**src/rtl/double_hash_record_table_macros.svh**
```systemverilog
// Assertion macros shared by the record table RTL.
// Used by files that include this header; needs clk and rst in the including scope.
`ifndef DOUBLE_HASH_RECORD_TABLE_MACROS_SVH
`define DOUBLE_HASH_RECORD_TABLE_MACROS_SVH

`ifndef NO_ASSERTIONS

`define DHRT_ASSERT(lbl, prop) \
  lbl: assert property (@(posedge clk) disable iff (rst) prop) \
    else $error("assertion failed in %m");

`define DHRT_ASSERT_NEXT(lbl, pre, post) \
  lbl: assert property (@(posedge clk) disable iff (rst) pre |=> post) \
    else $error("assertion failed in %m");

`else

`define DHRT_ASSERT(lbl, prop)

`define DHRT_ASSERT_NEXT(lbl, pre, post)

`endif

`endif

```
**src/rtl/dhrt_pkg.sv**
```systemverilog
// Types and constants for the double hashing record table.
// Used by dhrt_div and double_hash_record_table; depends on nothing.
package dhrt_pkg;

  localparam int CMD_W      = 2;
  localparam int KEY_W      = 31;
  localparam int SCORE_W    = 5;
  localparam int PAY_W      = 64;
  localparam int STATUS_W   = 3;
  localparam int SIZE_W     = 11;
  localparam int PRIME_W    = 10;
  localparam int CNT_W      = 11;
  localparam int DIV_CNT_W  = 5;
  localparam int IN_W       = 104;
  localparam int OUT_W      = 128;
  localparam int CFG_IDX_W  = 1;
  localparam int CFG_DATA_W = 11;

  localparam logic [CMD_W-1:0] CMD_INSERT  = 2'd0;
  localparam logic [CMD_W-1:0] CMD_ADD     = 2'd1;
  localparam logic [CMD_W-1:0] CMD_REPLACE = 2'd2;
  localparam logic [CMD_W-1:0] CMD_LOOKUP  = 2'd3;

  localparam logic [STATUS_W-1:0] STATUS_OK        = 3'd0;
  localparam logic [STATUS_W-1:0] STATUS_NOT_FOUND = 3'd1;
  localparam logic [STATUS_W-1:0] STATUS_EXCEEDED  = 3'd2;
  localparam logic [STATUS_W-1:0] STATUS_FULL      = 3'd3;
  localparam logic [STATUS_W-1:0] STATUS_BAD_KEY   = 3'd4;

  localparam logic [CFG_IDX_W-1:0] REG_TABLE_SIZE = 1'd0;
  localparam logic [CFG_IDX_W-1:0] REG_STEP_PRIME = 1'd1;

  localparam logic [SIZE_W-1:0]  RESET_TABLE_SIZE = 11'd1021;
  localparam logic [PRIME_W-1:0] RESET_STEP_PRIME = 10'd1019;

  typedef struct packed {
    logic [1:0]         pad;
    logic [PAY_W-1:0]   payload;
    logic [SCORE_W-1:0] score_delta;
    logic [KEY_W-1:0]   key;
    logic [CMD_W-1:0]   command;
  } in_item_t;

  typedef struct packed {
    logic [2:0]          pad;
    logic [CNT_W-1:0]    member_count;
    logic [PAY_W-1:0]    found_payload;
    logic [SCORE_W-1:0]  found_score;
    logic [KEY_W-1:0]    found_key;
    logic [SIZE_W-1:0]   probe_count;
    logic [STATUS_W-1:0] status;
  } out_item_t;

  typedef struct packed {
    logic [KEY_W-1:0]   key;
    logic [SCORE_W-1:0] score;
    logic [PAY_W-1:0]   payload;
  } entry_t;

  typedef struct packed {
    logic                 start;
    logic [KEY_W-1:0]     dividend;
    logic [SIZE_W-1:0]    divisor;
    logic [DIV_CNT_W-1:0] nbits;
  } div_req_t;

  typedef struct packed {
    logic              done;
    logic [SIZE_W-1:0] rem;
  } div_rsp_t;

endpackage

```
**src/rtl/dhrt_div.sv**
```systemverilog
// Shared restoring remainder unit, one dividend bit per cycle, MSB first.
// Depends on dhrt_pkg for the request and response types.
module dhrt_div (
  input  logic               clk,
  input  logic               rst,
  input  dhrt_pkg::div_req_t req,
  output dhrt_pkg::div_rsp_t rsp
);
  import dhrt_pkg::*;

  logic                 busy;
  logic                 done;
  logic [DIV_CNT_W-1:0] cnt;
  logic [KEY_W-1:0]     dvd;
  logic [SIZE_W-1:0]    dvs;
  logic [SIZE_W-1:0]    rem;
  logic [SIZE_W:0]      trial;
  logic [SIZE_W:0]      dvs_ext;

  assign trial   = {rem, dvd[KEY_W-1]};
  assign dvs_ext = {1'b0, dvs};

  always_ff @(posedge clk) begin
    if (rst) begin
      busy <= 1'b0;
      done <= 1'b0;
      cnt  <= '0;
    end else begin
      done <= 1'b0;
      if (req.start) begin
        busy <= 1'b1;
        cnt  <= req.nbits;
      end else if (busy) begin
        if (cnt == DIV_CNT_W'(1)) begin
          busy <= 1'b0;
          done <= 1'b1;
        end
        cnt <= cnt - DIV_CNT_W'(1);
      end
    end
  end

  always_ff @(posedge clk) begin
    if (req.start) begin
      dvd <= req.dividend;
      dvs <= req.divisor;
      rem <= '0;
    end else if (busy) begin
      dvd <= {dvd[KEY_W-2:0], 1'b0};
      if (trial >= dvs_ext) begin
        rem <= SIZE_W'(trial - dvs_ext);
      end else begin
        rem <= trial[SIZE_W-1:0];
      end
    end
  end

  assign rsp.done = done;
  assign rsp.rem  = rem;

endmodule

```
**config.mk**
```make
export PLATFORM = sky130hd
export DESIGN_NAME = dhrt_div
export DESIGN_NICKNAME = d
export VERILOG_FILES = /design/src/rtl/double_hash_record_table_macros.svh /design/src/rtl/dhrt_pkg.sv /design/src/rtl/dhrt_div.sv
export SDC_FILE = /design/constraint.sdc
export NUM_CORES = 1
export LEC_CHECK = 0
export CORE_MARGIN = 2
export CORE_UTILIZATION = 49
export CTS_BUF_LIST = sky130_fd_sc_hd__clkbuf_4 sky130_fd_sc_hd__clkbuf_8
export CTS_CLUSTER_SIZE = 16
export DETAILED_ROUTE_END_ITERATION = 12
export DONT_BUFFER_PORTS = 1
export SLEW_MARGIN = 20
export SYNTH_ARGS = -nofsm -noshare
export SYNTH_HDL_FRONTEND = slang
export SYNTH_SLANG_ARGS = --single-unit
export TNS_END_PERCENT = 10
```
**constraint.sdc**
```tcl
create_clock -name clk -period 2.9 [get_ports clk]
set_input_delay 0.87 -clock clk [delete_from_list [all_inputs] [get_ports clk]]
set_output_delay 0.87 -clock clk [all_outputs]
set_load 0.02 [all_outputs]
```
==> flow_summary.toml <==
[status]
status = "finished, final reports clean"

[cts]
cts-htree-levels = 3
cts_root_buf = "clkbuf_8"
cts.sinks = 60
clk_pin_slew_worst_paths_ns = 0.07
worstSkewPairLatency_ns = 0.33
cts_tree = "done"
holdBufCountCts = 0
cts_resized = 0
numCtsBuffers = 9
cts_setup_buffers = 0
clockBufferDepth = 2

[grt]
grt_first_pass_wirelength_mm = 8.666
grt_usage = 0.1763
grt_max_degree = 59
grt_pass1_vias = 1842
antenna_found_initial = 0
grt-ovfl-total = 0

[power_and_ir_drop]
cellPowerDensity_mw_per_mm2 = 608.6
leakage_nw = 1.296
max-vdd-ir-drop_v = 0.0003347

[timing]
slew-limit-headroom = 0.7011
timing.final.ws_setup_ns = 0.2521
layout_min_cycle_time_ns = 2.648
hold_viol = 0
finalClockSkew_ns = 0.008808
setup_viol = 0
slew_viol_final = 0
setup_tns_ns = 0
rsz0062_at_grt = "no"
period_share = 0.9131
tightestPinTransition_ns = 0.4467
fmax_mhz = 377.7
holdWs_ns = 0.5277

[die]
core_area_sq_mm = 0.005921
fp.dieH_um = 82.37
dieArea_sq_mm = 0.006784
die_x_um = 82.37
io_pins = 62
initial_core_util = 0.5082
placementRows = 28

[synth]
ys_async_sr_fraction = 0
syn_avg_cell_area_sq_um = 11.75
synth_nets = 320
yosysUniqueCellTypes = 46
synth_xor_area_frac = 0.02328
muxShareOfSynthArea = 0.1231
syn_area_sq_mm = 0.003009
seq_area_frac_synth = 0.5389
synth_edf_count = 42
synth-compound-area-share = 0.1218
yosysWarnings = 0
synthAdderAreaFrac = 0.06071
synth-simple-area-share = 0.09605
synth_top_family_by_area = "multiplexers"
netlist_instances = 256
ys_seq_elements = 60
ys.flop_type = "edfxtp_1"

[layout]
antenna_cells = 0
final_core_util = 0.5598
finalInstanceArea_sq_mm = 0.003314
n_fill_cell = 516
drive_gt1_frac = 0.2288
syn_to_final_growth_pct = 10.15
final_common_cell = "edfxtp_1"
finalNetCount = 330
final_cell_mix = "edfxtp_1 (42), mux2_2 (32), nor2_1 (24)"

[critical_path]
reg2reg_depth = 9
worstPathMaxFanout = 8
cp-start-kind = "flip-flop"
crit_slowest_cell = "fa_1"
crit-reg2reg-launch = "dvd[30]"
crit_chain = "inv_1 > ha_1 > fa_1 > nand2b_2 > o2bb2ai_2 > a211o_1 > nand2_1 > mux2_2 > a22o_1"
r2r-end = "rem[4]"
slowest_delay_ns = 0.40
crit_path_start = "dvd[30]"
criticalPathCategory = "flip-flop to flip-flop"
critPathRequiredTime_ns = 3.12
critPathArrivalTime_ns = 2.87
ff2ff_setup_slack_ns = 0.25
endpoint_kind = "flip-flop"

[drt]
wl_met3_um = 429
detail-route-antenna-nets = 0
wirelength_mm = 5.548
routed-via-count = 1924
viasPerCell = 5.561
drc = 0
dr.pass1.iters = 4
wl_met2_mm = 2.562
highest_layer = "met4"
wl_per_cell_um = 16.03
met1_length_mm = 2.474
drtIter0Drc = 113

[worst_hold_path]
hold_path.class = "flip-flop to flip-flop"
min_to = "rem[0]"
holdPathStages = 2
min_from = "rem[0]"

[placement]
routabilityCongestion = 0.9188
io_buffers = 0
placed_cell_area_sq_mm = 0.003114
placement.setup.worst_slack_ns = 0.2979
dp_hpwl_mm = 3.916

[flow_run]
maxCapViolCount = 0
routing by layer:
metal | track usage | vias to the layer above
li1 | - | 960
met1 | 0.2121 | 906
met2 | 0.2710 | 51
met3 | 0.07174 | 7
met4 | 0.09167 | 0
met5 | 0 | -
how the worst max path moves through the flow:
| stage | to | depth (start not counted) |
|---|---|---|
| floorplan | rem[6] | 9 |
| global placement | rem[3] | 9 |
| detailed placement | rem[4] | 9 |
| CTS | rem[4] | 9 |
| global route | rem[4] | 9 |
| finish | rem[4] | 9 |
logic make-up (layout without fill, tap and decap cells):
group | count (synthesis) | in the layout
xor+xnor | 8 | 8
buf+inv | 26 | 41
flops | 60 | 60
compound gates | 56 | 56
simple gates | 59 | 59
mux | 33 | 33
fa+ha+maj | 14 | 14
cell type report:
cell class                 count  area [sq um]  share of cell area
timing repair buffer           7         52.55             0.01586
clock inverter                 3         40.04             0.01208
multi-input combinational    170          1279              0.3858
clock buffer                  13         160.2             0.04832
sequential                    60          1622              0.4892
inverter                      18         67.56             0.02039
tap                           75         93.84             0.02831
power by group:
| group | leakage (nW) | switching (mW) | internal, mW |
|---|---|---|---|
| Sequential | 0.567 | 0.0313 | 1.00 |
| Clock | 0.108 | 0.306 | 0.447 |
| Combinational | 0.622 | 0.118 | 0.113 |
critical path: cells and delay by family, from the launching register on:
kind / cells / cell delay, ns
buf+inv: 1 / 0.05
compound gates: 3 / 0.70
simple gates: 2 / 0.45
flops: 1 / 0.35
fa+ha+maj: 2 / 0.62
mux: 1 / 0.38
sequential cells by signal, indices dropped and copies added (netlist names):
name and cells:
busy 1, cnt 5, done 1, dvd 31, dvs 11, rem 11
cell usage after synthesis (all sizes together), types with 2 or more instances:
| cell type | instances | area share |
|---|---|---|
| nand2 | 12 | 0.015 |
| o21ai | 14 | 0.023 |
| a21oi | 19 | 0.032 |
| nor3 | 6 | 0.012 |
| and2 | 2 | 0.0050 |
| nor2 | 24 | 0.030 |
| or3 | 2 | 0.0042 |
| nand4 | 2 | 0.0042 |
| mux2 | 32 | 0.12 |
| clkbuf | 6 | 0.0075 |
| nand2b | 3 | 0.0071 |
| buf | 2 | 0.0062 |
| o21a | 4 | 0.010 |
| a211oi | 4 | 0.012 |
| edfxtp | 42 | 0.42 |
| inv | 18 | 0.022 |
| xor2 | 2 | 0.0058 |
| ha | 13 | 0.054 |
| xnor2 | 6 | 0.017 |
| dfxtp | 18 | 0.12 |
| nor2b | 2 | 0.0042 |
| a21o | 2 | 0.0050 |
| a22o | 3 | 0.0087 |
per-stage QoR:
step,std cells,power [mW]
after floorplan,256,1.241
after global placement,330,1.283
after detailed placement,330,1.284
after CTS,346,2.040
after global routing,346,2.113
final,346,2.017
Note: power is estimated with default switching activity, not from simulation.
